File: src/rtl/rdsenc_pkg.sv
// ----------------------------------------------------------------------
// rdsenc_pkg
// Shared types, codes, constants and checkword functions of the RDS
// group bitstream encoder.
// ----------------------------------------------------------------------
package rdsenc_pkg;

    localparam int unsigned TEXT_WORDS     = 16;
    localparam int unsigned FREQ_PAIRS     = 16;
    localparam int unsigned BITS_PER_GROUP = 104;
    localparam int unsigned BLOCK_BITS     = 26;
    localparam int unsigned DATA_BITS      = 16;
    localparam int unsigned CHECK_BITS     = 10;

    localparam int unsigned MODE_W    = 2;
    localparam int unsigned SLOT_W    = 4;
    localparam int unsigned PAYLOAD_W = 32;
    localparam int unsigned CFG_IDX_W = 3;
    localparam int unsigned CFG_W     = 64;
    localparam int unsigned POS_W     = 7;

    localparam logic [10:0] GEN_POLY   = 11'h5B9;
    localparam logic [9:0]  CHECK_MASK = 10'h3FF;
    localparam logic [9:0]  OFS_A      = 10'h0FC;
    localparam logic [9:0]  OFS_B      = 10'h198;
    localparam logic [9:0]  OFS_C      = 10'h168;
    localparam logic [9:0]  OFS_D      = 10'h1B4;

    // group type code in block B bits 15..12, version A
    localparam logic [3:0] GTYPE_0A = 4'd0;
    localparam logic [3:0] GTYPE_2A = 4'd2;

    typedef enum logic [MODE_W-1:0] {
        MODE_TICK = 2'd0,
        MODE_TEXT = 2'd1,
        MODE_FREQ = 2'd2
    } mode_t;

    typedef enum logic [CFG_IDX_W-1:0] {
        CFG_PROGRAM_ID   = 3'd0,
        CFG_PROGRAM_TYPE = 3'd1,
        CFG_TRAFFIC      = 3'd2,
        CFG_DECODER      = 3'd3,
        CFG_STATION_NAME = 3'd4,
        CFG_TEXT_COUNT   = 3'd5,
        CFG_TEXT_AB      = 3'd6,
        CFG_FREQ_COUNT   = 3'd7
    } cfg_idx_t;

    typedef struct packed {
        logic [15:0] program_id;
        logic [4:0]  program_type;
        logic [1:0]  traffic_bits;
        logic [4:0]  decoder_bits;
        logic [63:0] station_name;
        logic [4:0]  text_group_count;
        logic        text_ab_flag;
        logic [4:0]  freq_pair_count;
    } cfg_t;

    typedef struct packed {
        logic [15:0] a;
        logic [15:0] b;
        logic [15:0] c;
        logic [15:0] d;
    } grp_words_t;

    typedef struct packed {
        logic                 text_we;
        logic                 freq_we;
        logic [SLOT_W-1:0]    idx;
        logic [PAYLOAD_W-1:0] data;
    } store_wr_t;

    // remainder of x^(10+pos) modulo the generator
    function automatic logic [CHECK_BITS-1:0] crc_column(input int unsigned pos);
        logic [BLOCK_BITS-1:0] r;
        r = BLOCK_BITS'(1) << (CHECK_BITS + pos);
        for (int i = BLOCK_BITS - 1; i >= int'(CHECK_BITS); i--)
        begin
            if (r[i])
            begin
                r = r ^ (BLOCK_BITS'(GEN_POLY) << (i - int'(CHECK_BITS)));
            end
        end
        return r[CHECK_BITS-1:0] & CHECK_MASK;
    endfunction

    function automatic logic [DATA_BITS-1:0][CHECK_BITS-1:0] crc_columns();
        logic [DATA_BITS-1:0][CHECK_BITS-1:0] cols;
        for (int i = 0; i < int'(DATA_BITS); i++)
        begin
            cols[i] = crc_column(i);
        end
        return cols;
    endfunction

    localparam logic [DATA_BITS-1:0][CHECK_BITS-1:0] CRC_COLS = crc_columns();

    // checkword is linear in the data bits: xor of one column per set bit
    function automatic logic [CHECK_BITS-1:0] check_word(input logic [DATA_BITS-1:0] data);
        logic [CHECK_BITS-1:0] cw;
        cw = '0;
        for (int i = 0; i < int'(DATA_BITS); i++)
        begin
            if (data[i])
            begin
                cw = cw ^ CRC_COLS[i];
            end
        end
        return cw;
    endfunction

endpackage

File: src/rtl/rdsenc_in_if.sv
// ----------------------------------------------------------------------
// rdsenc_in_if
// Command channel: bit ticks and store writes.
// ----------------------------------------------------------------------
interface rdsenc_in_if;

    logic                             valid;
    logic                             ready;
    logic [rdsenc_pkg::MODE_W-1:0]    mode;
    logic [rdsenc_pkg::SLOT_W-1:0]    slot_index;
    logic [rdsenc_pkg::PAYLOAD_W-1:0] payload;

    modport source
    (
        output valid,
        output mode,
        output slot_index,
        output payload,
        input  ready
    );

    modport sink
    (
        input  valid,
        input  mode,
        input  slot_index,
        input  payload,
        output ready
    );

endinterface

File: src/rtl/rdsenc_out_if.sv
// ----------------------------------------------------------------------
// rdsenc_out_if
// Bit channel: one group bit per transfer with its line level.
// ----------------------------------------------------------------------
interface rdsenc_out_if;

    logic valid;
    logic ready;
    logic raw_bit;
    logic line_level;
    logic group_start;

    modport source
    (
        output valid,
        output raw_bit,
        output line_level,
        output group_start,
        input  ready
    );

    modport sink
    (
        input  valid,
        input  raw_bit,
        input  line_level,
        input  group_start,
        output ready
    );

endinterface

File: src/rtl/rds_group_bitstream_encoder.sv
// ----------------------------------------------------------------------
// rds_group_bitstream_encoder
// Sends RDS 0A and 2A groups one bit per tick command, most significant
// bit first, with the differentially encoded line level alongside. Four
// 0A groups (name, DI, AF pair) alternate with four 2A groups (radiotext)
// once text_group_count is nonzero. Text and frequency writes go through
// the same command channel and return nothing. One command is taken every
// clock unless a tick finds the output register still holding an untaken
// bit; a tick's bit passes from the command register to the output
// register, where it is presented until taken. A new group, with its
// four checkwords, is built inside that command-to-output register step on
// the first tick after the previous group's 104th bit.
// ----------------------------------------------------------------------
module rds_group_bitstream_encoder
(
    input  logic                                clk,
    input  logic                                rst_n,
    rdsenc_in_if.sink                           cmd,
    rdsenc_out_if.source                        tx,
    input  logic                                cfg_we,
    input  logic [rdsenc_pkg::CFG_IDX_W-1:0]    cfg_idx,
    input  logic [rdsenc_pkg::CFG_W-1:0]        cfg_wdata
);

    rdsenc_pkg::cfg_t cfg_reg;

    logic                             in_valid_reg;
    logic [rdsenc_pkg::MODE_W-1:0]    in_mode_reg;
    logic [rdsenc_pkg::SLOT_W-1:0]    in_slot_reg;
    logic [rdsenc_pkg::PAYLOAD_W-1:0] in_payload_reg;

    logic [rdsenc_pkg::BITS_PER_GROUP-1:0] group_reg;
    logic [rdsenc_pkg::POS_W-1:0]          bit_pos_reg;
    logic                                  diff_level_reg;

    logic out_valid_reg;
    logic raw_bit_reg;
    logic line_level_reg;
    logic group_start_reg;

    logic is_tick;
    logic out_free;
    logic advance;
    logic tick_go;
    logic build;
    logic bit_now;
    logic level_next;

    rdsenc_pkg::store_wr_t  st_wr;
    rdsenc_pkg::grp_words_t words;
    logic [rdsenc_pkg::SLOT_W-1:0]         text_addr;
    logic [rdsenc_pkg::SLOT_W-1:0]         freq_addr;
    logic [rdsenc_pkg::PAYLOAD_W-1:0]      text_word;
    logic [rdsenc_pkg::DATA_BITS-1:0]      freq_word;
    logic [rdsenc_pkg::BITS_PER_GROUP-1:0] new_group;

    // configuration registers
    always_ff @(posedge clk or negedge rst_n)
    begin
        if (!rst_n)
        begin
            cfg_reg.program_id       <= '0;
            cfg_reg.program_type     <= '0;
            cfg_reg.traffic_bits     <= '0;
            cfg_reg.decoder_bits     <= 5'd24;
            cfg_reg.station_name     <= 64'h2020_2020_2020_2020;
            cfg_reg.text_group_count <= '0;
            cfg_reg.text_ab_flag     <= 1'b0;
            cfg_reg.freq_pair_count  <= 5'd1;
        end
        else if (cfg_we)
        begin
            unique case (cfg_idx)
                rdsenc_pkg::CFG_PROGRAM_ID:   cfg_reg.program_id       <= cfg_wdata[15:0];
                rdsenc_pkg::CFG_PROGRAM_TYPE: cfg_reg.program_type     <= cfg_wdata[4:0];
                rdsenc_pkg::CFG_TRAFFIC:      cfg_reg.traffic_bits     <= cfg_wdata[1:0];
                rdsenc_pkg::CFG_DECODER:      cfg_reg.decoder_bits     <= cfg_wdata[4:0];
                rdsenc_pkg::CFG_STATION_NAME: cfg_reg.station_name     <= cfg_wdata;
                rdsenc_pkg::CFG_TEXT_COUNT:   cfg_reg.text_group_count <= cfg_wdata[4:0];
                rdsenc_pkg::CFG_TEXT_AB:      cfg_reg.text_ab_flag     <= cfg_wdata[0];
                rdsenc_pkg::CFG_FREQ_COUNT:   cfg_reg.freq_pair_count  <= cfg_wdata[4:0];
            endcase
        end
    end

    // handshake: the command register moves on unless a tick finds the
    // output register still holding an untaken bit
    always_comb
    begin
        is_tick   = (in_mode_reg == rdsenc_pkg::MODE_TICK);
        out_free  = !out_valid_reg || tx.ready;
        advance   = in_valid_reg && (!is_tick || out_free);
        tick_go   = advance && is_tick;
        build     = tick_go && (bit_pos_reg >= rdsenc_pkg::POS_W'(rdsenc_pkg::BITS_PER_GROUP));
        bit_now   = build ? new_group[rdsenc_pkg::BITS_PER_GROUP-1]
                          : group_reg[rdsenc_pkg::BITS_PER_GROUP-1];
        level_next = diff_level_reg ^ bit_now;

        st_wr.idx     = in_slot_reg;
        st_wr.data    = in_payload_reg;
        st_wr.text_we = advance && (in_mode_reg == rdsenc_pkg::MODE_TEXT)
                     && ({1'b0, in_slot_reg} < 5'(rdsenc_pkg::TEXT_WORDS));
        st_wr.freq_we = advance && (in_mode_reg == rdsenc_pkg::MODE_FREQ)
                     && ({1'b0, in_slot_reg} < 5'(rdsenc_pkg::FREQ_PAIRS));
    end

    assign cmd.ready = !in_valid_reg || advance;

    always_ff @(posedge clk or negedge rst_n)
    begin
        if (!rst_n)
        begin
            in_valid_reg <= 1'b0;
        end
        else if (cmd.ready)
        begin
            in_valid_reg <= cmd.valid;
        end
    end

    always_ff @(posedge clk)
    begin
        if (cmd.ready && cmd.valid)
        begin
            in_mode_reg    <= cmd.mode;
            in_slot_reg    <= cmd.slot_index;
            in_payload_reg <= cmd.payload;
        end
    end

    rdsenc_store u_store
    (
        .clk       (clk),
        .rst_n     (rst_n),
        .wr        (st_wr),
        .text_addr (text_addr),
        .freq_addr (freq_addr),
        .text_word (text_word),
        .freq_word (freq_word)
    );

    rdsenc_sched u_sched
    (
        .clk       (clk),
        .rst_n     (rst_n),
        .cfg       (cfg_reg),
        .build     (build),
        .text_word (text_word),
        .freq_word (freq_word),
        .text_addr (text_addr),
        .freq_addr (freq_addr),
        .words     (words)
    );

    rdsenc_group_build u_group_build
    (
        .words       (words),
        .coded_group (new_group)
    );

    // group shift register: the top bit is the next one to send
    always_ff @(posedge clk)
    begin
        if (build)
        begin
            group_reg <= {new_group[rdsenc_pkg::BITS_PER_GROUP-2:0], 1'b0};
        end
        else if (tick_go)
        begin
            group_reg <= {group_reg[rdsenc_pkg::BITS_PER_GROUP-2:0], 1'b0};
        end
    end

    always_ff @(posedge clk or negedge rst_n)
    begin
        if (!rst_n)
        begin
            bit_pos_reg    <= rdsenc_pkg::POS_W'(rdsenc_pkg::BITS_PER_GROUP);
            diff_level_reg <= 1'b0;
        end
        else if (tick_go)
        begin
            bit_pos_reg    <= build ? rdsenc_pkg::POS_W'(1) : bit_pos_reg + 7'd1;
            diff_level_reg <= level_next;
        end
    end

    always_ff @(posedge clk or negedge rst_n)
    begin
        if (!rst_n)
        begin
            out_valid_reg <= 1'b0;
        end
        else if (tick_go)
        begin
            out_valid_reg <= 1'b1;
        end
        else if (tx.ready)
        begin
            out_valid_reg <= 1'b0;
        end
    end

    always_ff @(posedge clk)
    begin
        if (tick_go)
        begin
            raw_bit_reg     <= bit_now;
            line_level_reg  <= level_next;
            group_start_reg <= build;
        end
    end

    assign tx.valid       = out_valid_reg;
    assign tx.raw_bit     = raw_bit_reg;
    assign tx.line_level  = line_level_reg;
    assign tx.group_start = group_start_reg;

    // bit counter never runs past one group
    a_pos_range: assert property (@(posedge clk) disable iff (!rst_n)
        bit_pos_reg <= rdsenc_pkg::POS_W'(rdsenc_pkg::BITS_PER_GROUP))
        else $error("bit position beyond group length");

    // a group build restarts the count and flags the bit it sends
    a_build_start: assert property (@(posedge clk) disable iff (!rst_n)
        build |=> (bit_pos_reg == rdsenc_pkg::POS_W'(1)) && tx.valid && tx.group_start)
        else $error("group build did not restart bit position");

    // a held bit's level always matches the running differential level
    a_level_track: assert property (@(posedge clk) disable iff (!rst_n)
        out_valid_reg |-> (line_level_reg == diff_level_reg))
        else $error("line level out of step with differential state");

    // a stalled command only ever waits behind a full output register
    a_stall_cause: assert property (@(posedge clk) disable iff (!rst_n)
        (in_valid_reg && !advance) |-> (out_valid_reg && !tx.ready && is_tick))
        else $error("command stalled without output back-pressure");

endmodule

File: src/rtl/rdsenc_group_build.sv
// ----------------------------------------------------------------------
// rdsenc_group_build
// Appends checkword and offset to each of the four block words and
// packs the 104-bit group, block A first.
// ----------------------------------------------------------------------
module rdsenc_group_build
(
    input  rdsenc_pkg::grp_words_t                    words,
    output logic [rdsenc_pkg::BITS_PER_GROUP-1:0]     coded_group
);

    logic [rdsenc_pkg::CHECK_BITS-1:0] cw_a;
    logic [rdsenc_pkg::CHECK_BITS-1:0] cw_b;
    logic [rdsenc_pkg::CHECK_BITS-1:0] cw_c;
    logic [rdsenc_pkg::CHECK_BITS-1:0] cw_d;

    always_comb
    begin
        cw_a = rdsenc_pkg::check_word(words.a) ^ rdsenc_pkg::OFS_A;
        cw_b = rdsenc_pkg::check_word(words.b) ^ rdsenc_pkg::OFS_B;
        cw_c = rdsenc_pkg::check_word(words.c) ^ rdsenc_pkg::OFS_C;
        cw_d = rdsenc_pkg::check_word(words.d) ^ rdsenc_pkg::OFS_D;
        coded_group = {words.a, cw_a, words.b, cw_b, words.c, cw_c, words.d, cw_d};
    end

endmodule

File: src/rtl/rdsenc_store.sv
// ----------------------------------------------------------------------
// rdsenc_store
// Radiotext word store and alternative-frequency pair store, one write
// port each and one read address each.
// ----------------------------------------------------------------------
module rdsenc_store
(
    input  logic                                clk,
    input  logic                                rst_n,
    input  rdsenc_pkg::store_wr_t               wr,
    input  logic [rdsenc_pkg::SLOT_W-1:0]       text_addr,
    input  logic [rdsenc_pkg::SLOT_W-1:0]       freq_addr,
    output logic [rdsenc_pkg::PAYLOAD_W-1:0]    text_word,
    output logic [rdsenc_pkg::DATA_BITS-1:0]    freq_word
);

    logic [rdsenc_pkg::PAYLOAD_W-1:0] text_mem_reg [rdsenc_pkg::TEXT_WORDS];
    logic [rdsenc_pkg::DATA_BITS-1:0] freq_mem_reg [rdsenc_pkg::FREQ_PAIRS];

    // text entries have no reset; the user must write each entry before it is read, the block does not enforce this
    always_ff @(posedge clk)
    begin
        if (wr.text_we)
        begin
            text_mem_reg[wr.idx] <= wr.data;
        end
    end

    always_ff @(posedge clk or negedge rst_n)
    begin
        if (!rst_n)
        begin
            for (int i = 0; i < int'(rdsenc_pkg::FREQ_PAIRS); i++)
            begin
                freq_mem_reg[i] <= '0;
            end
        end
        else if (wr.freq_we)
        begin
            freq_mem_reg[wr.idx] <= wr.data[rdsenc_pkg::DATA_BITS-1:0];
        end
    end

    assign text_word = text_mem_reg[text_addr];
    assign freq_word = freq_mem_reg[freq_addr];

endmodule

File: src/rtl/rdsenc_sched.sv
// ----------------------------------------------------------------------
// rdsenc_sched
// Group scheduler: picks 0A or 2A, keeps the name, text and frequency
// cursors and forms the four data words of the next group.
// ----------------------------------------------------------------------
module rdsenc_sched
(
    input  logic                                clk,
    input  logic                                rst_n,
    input  rdsenc_pkg::cfg_t                    cfg,
    input  logic                                build,
    input  logic [rdsenc_pkg::PAYLOAD_W-1:0]    text_word,
    input  logic [rdsenc_pkg::DATA_BITS-1:0]    freq_word,
    output logic [rdsenc_pkg::SLOT_W-1:0]       text_addr,
    output logic [rdsenc_pkg::SLOT_W-1:0]       freq_addr,
    output rdsenc_pkg::grp_words_t              words
);

    logic [1:0] name_seg_reg;
    logic [3:0] text_seg_reg;
    logic [2:0] slot_reg;
    logic [3:0] freq_cur_reg;

    logic [4:0]  text_cnt;
    logic [4:0]  freq_cnt;
    logic [3:0]  text_cur;
    logic [3:0]  freq_cur;
    logic [4:0]  text_inc;
    logic [4:0]  freq_inc;
    logic [3:0]  text_cur_next;
    logic [3:0]  freq_cur_next;
    logic        text_pick;
    logic [3:0]  di_bits;
    logic [3:0][15:0] name_words;
    logic [15:0] name_b;
    logic [15:0] text_b;

    always_comb
    begin
        text_cnt = (cfg.text_group_count > 5'(rdsenc_pkg::TEXT_WORDS))
                 ? 5'(rdsenc_pkg::TEXT_WORDS) : cfg.text_group_count;
        freq_cnt = (cfg.freq_pair_count > 5'(rdsenc_pkg::FREQ_PAIRS))
                 ? 5'(rdsenc_pkg::FREQ_PAIRS) : cfg.freq_pair_count;
        if (freq_cnt == 5'd0)
        begin
            freq_cnt = 5'd1;
        end

        // a cursor left beyond a shrunken count restarts at zero
        text_cur = ({1'b0, text_seg_reg} >= text_cnt) ? 4'd0 : text_seg_reg;
        freq_cur = ({1'b0, freq_cur_reg} >= freq_cnt) ? 4'd0 : freq_cur_reg;
        text_inc = {1'b0, text_cur} + 5'd1;
        freq_inc = {1'b0, freq_cur} + 5'd1;
        text_cur_next = (text_inc >= text_cnt) ? 4'd0 : text_inc[3:0];
        freq_cur_next = (freq_inc >= freq_cnt) ? 4'd0 : freq_inc[3:0];

        text_pick  = (text_cnt != 5'd0) && slot_reg[2];
        di_bits    = cfg.decoder_bits[3:0];
        name_words = cfg.station_name;

        name_b = {rdsenc_pkg::GTYPE_0A, 1'b0, cfg.traffic_bits[1], cfg.program_type,
                  cfg.traffic_bits[0], cfg.decoder_bits[4], di_bits[~name_seg_reg],
                  name_seg_reg};
        text_b = {rdsenc_pkg::GTYPE_2A, 1'b0, cfg.traffic_bits[1], cfg.program_type,
                  cfg.text_ab_flag, text_cur};

        words.a = cfg.program_id;
        if (text_pick)
        begin
            words.b = text_b;
            words.c = text_word[31:16];
            words.d = text_word[15:0];
        end
        else
        begin
            words.b = name_b;
            words.c = freq_word;
            words.d = name_words[~name_seg_reg];
        end
    end

    assign text_addr = text_cur;
    assign freq_addr = freq_cur;

    always_ff @(posedge clk or negedge rst_n)
    begin
        if (!rst_n)
        begin
            name_seg_reg <= '0;
            text_seg_reg <= '0;
            slot_reg     <= '0;
            freq_cur_reg <= '0;
        end
        else if (build)
        begin
            slot_reg <= slot_reg + 3'd1;
            if (text_pick)
            begin
                text_seg_reg <= text_cur_next;
            end
            else
            begin
                name_seg_reg <= name_seg_reg + 2'd1;
                freq_cur_reg <= freq_cur_next;
            end
        end
    end

endmodule

File: src/flat_wrapper.sv
// flat-port wrapper written by rule: the top's interface ports become plain ports
module rds_group_bitstream_encoder_flat 
  (clk, rst_n, cfg_we, cfg_idx, cfg_wdata, cmd_valid, cmd_mode, cmd_slot_index, cmd_payload, cmd_ready, tx_valid, tx_raw_bit, tx_line_level, tx_group_start, tx_ready);
  rdsenc_in_if cmd_i ();
  rdsenc_out_if tx_i ();
  input  logic clk;
  input  logic rst_n;
  input  logic cfg_we;
  input  logic [rdsenc_pkg::CFG_IDX_W-1:0] cfg_idx;
  input  logic [rdsenc_pkg::CFG_W-1:0] cfg_wdata;
  input wire logic [$bits(cmd_i.valid)-1:0] cmd_valid;
  input wire logic [$bits(cmd_i.mode)-1:0] cmd_mode;
  input wire logic [$bits(cmd_i.slot_index)-1:0] cmd_slot_index;
  input wire logic [$bits(cmd_i.payload)-1:0] cmd_payload;
  output wire logic [$bits(cmd_i.ready)-1:0] cmd_ready;
  output wire logic [$bits(tx_i.valid)-1:0] tx_valid;
  output wire logic [$bits(tx_i.raw_bit)-1:0] tx_raw_bit;
  output wire logic [$bits(tx_i.line_level)-1:0] tx_line_level;
  output wire logic [$bits(tx_i.group_start)-1:0] tx_group_start;
  input wire logic [$bits(tx_i.ready)-1:0] tx_ready;
  assign cmd_i.valid = cmd_valid;
  assign cmd_i.mode = cmd_mode;
  assign cmd_i.slot_index = cmd_slot_index;
  assign cmd_i.payload = cmd_payload;
  assign cmd_ready = cmd_i.ready;
  assign tx_valid = tx_i.valid;
  assign tx_raw_bit = tx_i.raw_bit;
  assign tx_line_level = tx_i.line_level;
  assign tx_group_start = tx_i.group_start;
  assign tx_i.ready = tx_ready;
  rds_group_bitstream_encoder u_core (.clk(clk), .rst_n(rst_n), .cmd(cmd_i), .tx(tx_i), .cfg_we(cfg_we), .cfg_idx(cfg_idx), .cfg_wdata(cfg_wdata));
endmodule
File: config.mk
export PLATFORM = sky130hd
export DESIGN_NAME = rds_group_bitstream_encoder_flat
export DESIGN_NICKNAME = d
export VERILOG_FILES = /design/src/rtl/rdsenc_pkg.sv /design/src/rtl/rdsenc_in_if.sv /design/src/rtl/rdsenc_out_if.sv /design/src/rtl/rds_group_bitstream_encoder.sv /design/src/rtl/rdsenc_group_build.sv /design/src/rtl/rdsenc_store.sv /design/src/rtl/rdsenc_sched.sv /design/src/flat_wrapper.sv
export SDC_FILE = /design/constraint.sdc
export NUM_CORES = 2
export LEC_CHECK = 0
export BUFFER_PORTS_ARGS = -buffer_cell sky130_fd_sc_hd__buf_4
export CAP_MARGIN = 30
export CELL_PAD_IN_SITES_DETAIL_PLACEMENT = 1
export CELL_PAD_IN_SITES_GLOBAL_PLACEMENT = 1
export CORE_MARGIN = 2
export CORE_UTILIZATION = 35
export DETAILED_ROUTE_END_ITERATION = 8
export PLACE_DENSITY = 0.7
export SLEW_MARGIN = 5
export SYNTH_ARGS = -nofsm -noshare
export SYNTH_HDL_FRONTEND = slang
export SYNTH_SLANG_ARGS = --single-unit
File: constraint.sdc
create_clock -name clk -period 4.2 [get_ports clk]
set_input_delay 0.63 -clock clk [delete_from_list [all_inputs] [get_ports clk]]
set_output_delay 0.63 -clock clk [all_outputs]
set_load 0.005 [all_outputs]
==> flow_metrics.py <==
metrics = {
    "sta": {
        "rsz0062_at_grt": "true",
        "fin_worst_skew_ps": 74.9,
        "slew_viol_final": 0,
        "holdWs_ps": -19.2,
        "hold_viol_final": 5,
        "layout_min_cycle_time_ps": 4140,
        "worst_pin_slew_ps": 1020,
        "fin_setup_tns_ps": 0,
        "max_freq_mhz": 242,
        "finalCritPeriodShare_pct": 98.5,
        "slew_headroom_pct": 31.8,
        "setup_viol_count_final": 0,
    },
    "synthesis": {
        "synth_top_area_share_pct": 43.6,
        "synth_warnings": 0,
        "async_flop_share_pct": 36.8,
        "synth_top_area_cell": "edfxtp_1",
        "yosysSeqAreaShare_pct": 64.7,
        "syn_nets": 3153,
        "ys_top_cells_by_area": "edfxtp_1 (44%), dfrtp_1 (20%), mux2_2 (9.6%), mux4_2 (4.3%), mux2i_1 (2.3%)",
        "yosysUniqueCellTypes": 93,
        "synth_area_um2": 45200,
        "synth-edff-count": 656,
        "synth.most_common_cell": "edfxtp_1",
        "synth_common_cells": "edfxtp_1 (656), mux2_2 (387), dfrtp_1 (368), nand2_1 (267), o21ai_0 (135)",
        "netlist_instances": 3020,
        "avgSynthCellArea_um2": 15.0,
        "ys_ff_latch": 1038,
        "synth_ff_type": "edfxtp_1",
    },
    "final_layout": {
        "design_area_um2": 54500,
        "largest_register_ffs": 512,
        "final_nets": 3480,
        "syn2layout_area_growth_pct": 20.4,
        "drive_above_1_share_pct": 34.7,
    },
    "grt": {
        "grt_overflow": 0,
        "groute.usage.overall_pct": 20.6,
        "grt_max_degree": 120,
        "grt_antenna_before_repair": 7,
        "grt_pass1_wl_mm": 203,
        "grt_pass1_vias": 30097,
    },
    "clock_tree": {
        "cts_buffers": 111,
        "cts-root-buf": "clkbuf_16",
        "cts_tree": "done",
        "clk_pin_slew_ps": 60,
        "htree_levels": 3,
        "clockBufferDepth": 3,
        "hold_buffers": 0,
        "clkSinkCount": 1038,
        "clk_latency_ps": 730,
    },
    "critical_path": {
        "path_cells": "nor2b_2, ha_1, nand2b_4, a2111o_2, buf_6, a21oi_2, buf_4, buf_6, a2bb2oi_1, a32oi_1, o31a_1, xnor2_2, xnor3_1, xnor3_1, mux2_2",
        "crit_required_ps": 4670,
        "critPathCaptureType": "flip-flop",
        "cp.arrival_ps": 4610,
        "cp_max_fo": 8,
        "slowest_delay_ps": 590,
        "critPathBufInv": 3,
        "r2r-start": "u_core.cfg_reg[10]$_DFFE_PN0P_",
        "worstSetupPathType": "reg2reg",
        "cpMaxStageDelayCell": "a2111o_2",
        "critical-path-top-delay-family": "compound AO/OA/AOI/OAI gates",
        "startpoint": "u_core.cfg_reg[10]$_DFFE_PN0P_",
        "crit_path_start_kind": "flip-flop",
    },
    "status": {
        "violations": "negative hold slack",
        "status": "finished, violations left",
    },
    "placed_design": {
        "place_area_um2": 49700,
        "io_buffers": 114,
        "detailed_place_hpwl_mm": 87.4,
        "gp_congestion": 0.858,
    },
    "detailed_routing": {
        "wl_per_cell_um": 26.7,
        "vias_per_cell": 5.53,
        "finalWirelength_mm": 136,
        "drc": 0,
        "drtIter0Drc": 2364,
        "first_pass_iters": 5,
        "num_vias": 28235,
        "ant_nets": 0,
    },
    "floorplanning": {
        "core-area_um2": 128000,
        "die_h_um": 363,
        "io_pins": 115,
        "row_count": 131,
        "die-area_um2": 132000,
        "fp.dieW_um": 363,
        "start_util_pct": 35.4,
    },
    "pwr": {
        "finalPower_mw": 27.1,
        "p_per_area_nw_per_um2": 498,
        "ir_drop_uv": 390,
        "p_leak_nw": 20.5,
    },
    "flow_run": {
        "cap_viol_max_count": 0,
    },
    "min_path": {
        "hold_class": "in2async",
    },
}
[final cells by class]
class	count	area, um2
sequential	1038	29300
tap	1662	2080
fill	12802	73400
timing repair buffer	402	3470
multi-input combinational	1768	15400
inverter	26	104
antenna	3	7.51
clock inverter	66	968
clock buffer	144	3180
[layout by cell type (no fill, tap or decap), types with 18 or more instances in the layout]
master       n
nor3_1      24
edfxtp_1   656
clkinv_2    24
bufinv_16   21
clkbuf_16  120
nand2_1    265
xor2_1      38
dfrtp_1    363
xnor2_1     76
mux4_2      86
o211ai_1    25
a211oi_1    18
nand2b_1    26
o22ai_1     38
ha_1        22
buf_4      359
o221ai_1    22
buf_12      25
nor2_1      97
a21oi_1     90
o21ai_0    126
mux2_2     387
mux2i_1    103
nand3_1     19
[where the power goes]
group | switching (mW) | total (mW) | internal (mW)
Clock | 4.35 | 11.0 | 6.68
Sequential | 0.463 | 12.0 | 11.6
Combinational | 1.87 | 4.09 | 2.22
[path summary, 6_finish.rpt]
check,to,slack (ps),cells after the start
hold reg to reg,u_core.diff_level_reg$_DFFE_PN0P_,490,1
hold / removal,u_core.u_store.freq_mem_reg[211]$_DFFE_PN0P_,-20,1
min in group clk,u_core.in_payload_reg[7]$_DFFE_PP_,70,1
max in group asynchronous,u_core.u_store.freq_mem_reg[74]$_DFFE_PN0P_,3040,2
setup / recovery,u_core.group_reg[4]$_DFFE_PP_,60,15
setup reg to reg,u_core.group_reg[4]$_DFFE_PP_,60,15
[cells by family after synthesis]
family,share of synthesized area (%)
XOR/XNOR,3.47
AND/OR/NAND/NOR,4.97
adder cells (fa/ha/maj),0.636
AO/OA/AOI/OAI,7.64
multiplexers,16.2
buffers and inverters,2.31
flip-flops,64.7
[worst register-to-register path, stage by stage, from the launching register on]
cell and delay, ps:
dfrtp_1 430, nor2b_2 160, ha_1 240, nand2b_4 150, a2111o_2 590, buf_6 170
a21oi_2 120, buf_4 180, buf_6 140, a2bb2oi_1 70, a32oi_1 230, o31a_1 240
xnor2_2 160, xnor3_1 400, xnor3_1 350, mux2_2 260
[routing by layer]
layer	routed length [um]	global-route usage [%]	up-vias
met3	7640	3.01	242
met1	56500	26.9	14956
met2	67900	35.1	914
li1	-	-	12121
met5	18	0	-
met4	4340	6.57	2
[stage by stage]
stage               util (%)  instances  worst slack, ps
floorplan                  -       3020             29.8
global placement        38.8       4864             -206
detailed placement      38.9       4868             -406
CTS                     42.2       5081            -45.2
global route            42.6       5106            -78.0
finish                  42.6       5109             62.9
[timing repair]
| item | in CTS | in global routing |
|---|---|---|
| pin swaps | 6 | 30 |
| cloned | 0 | 1 |
| endpoints found under the setup margin | 17 | 24 |
| setup buffers | 3 | 21 |
| gates resized for setup | 14 | 68 |
Note: power is estimated with default switching activity, not from simulation.
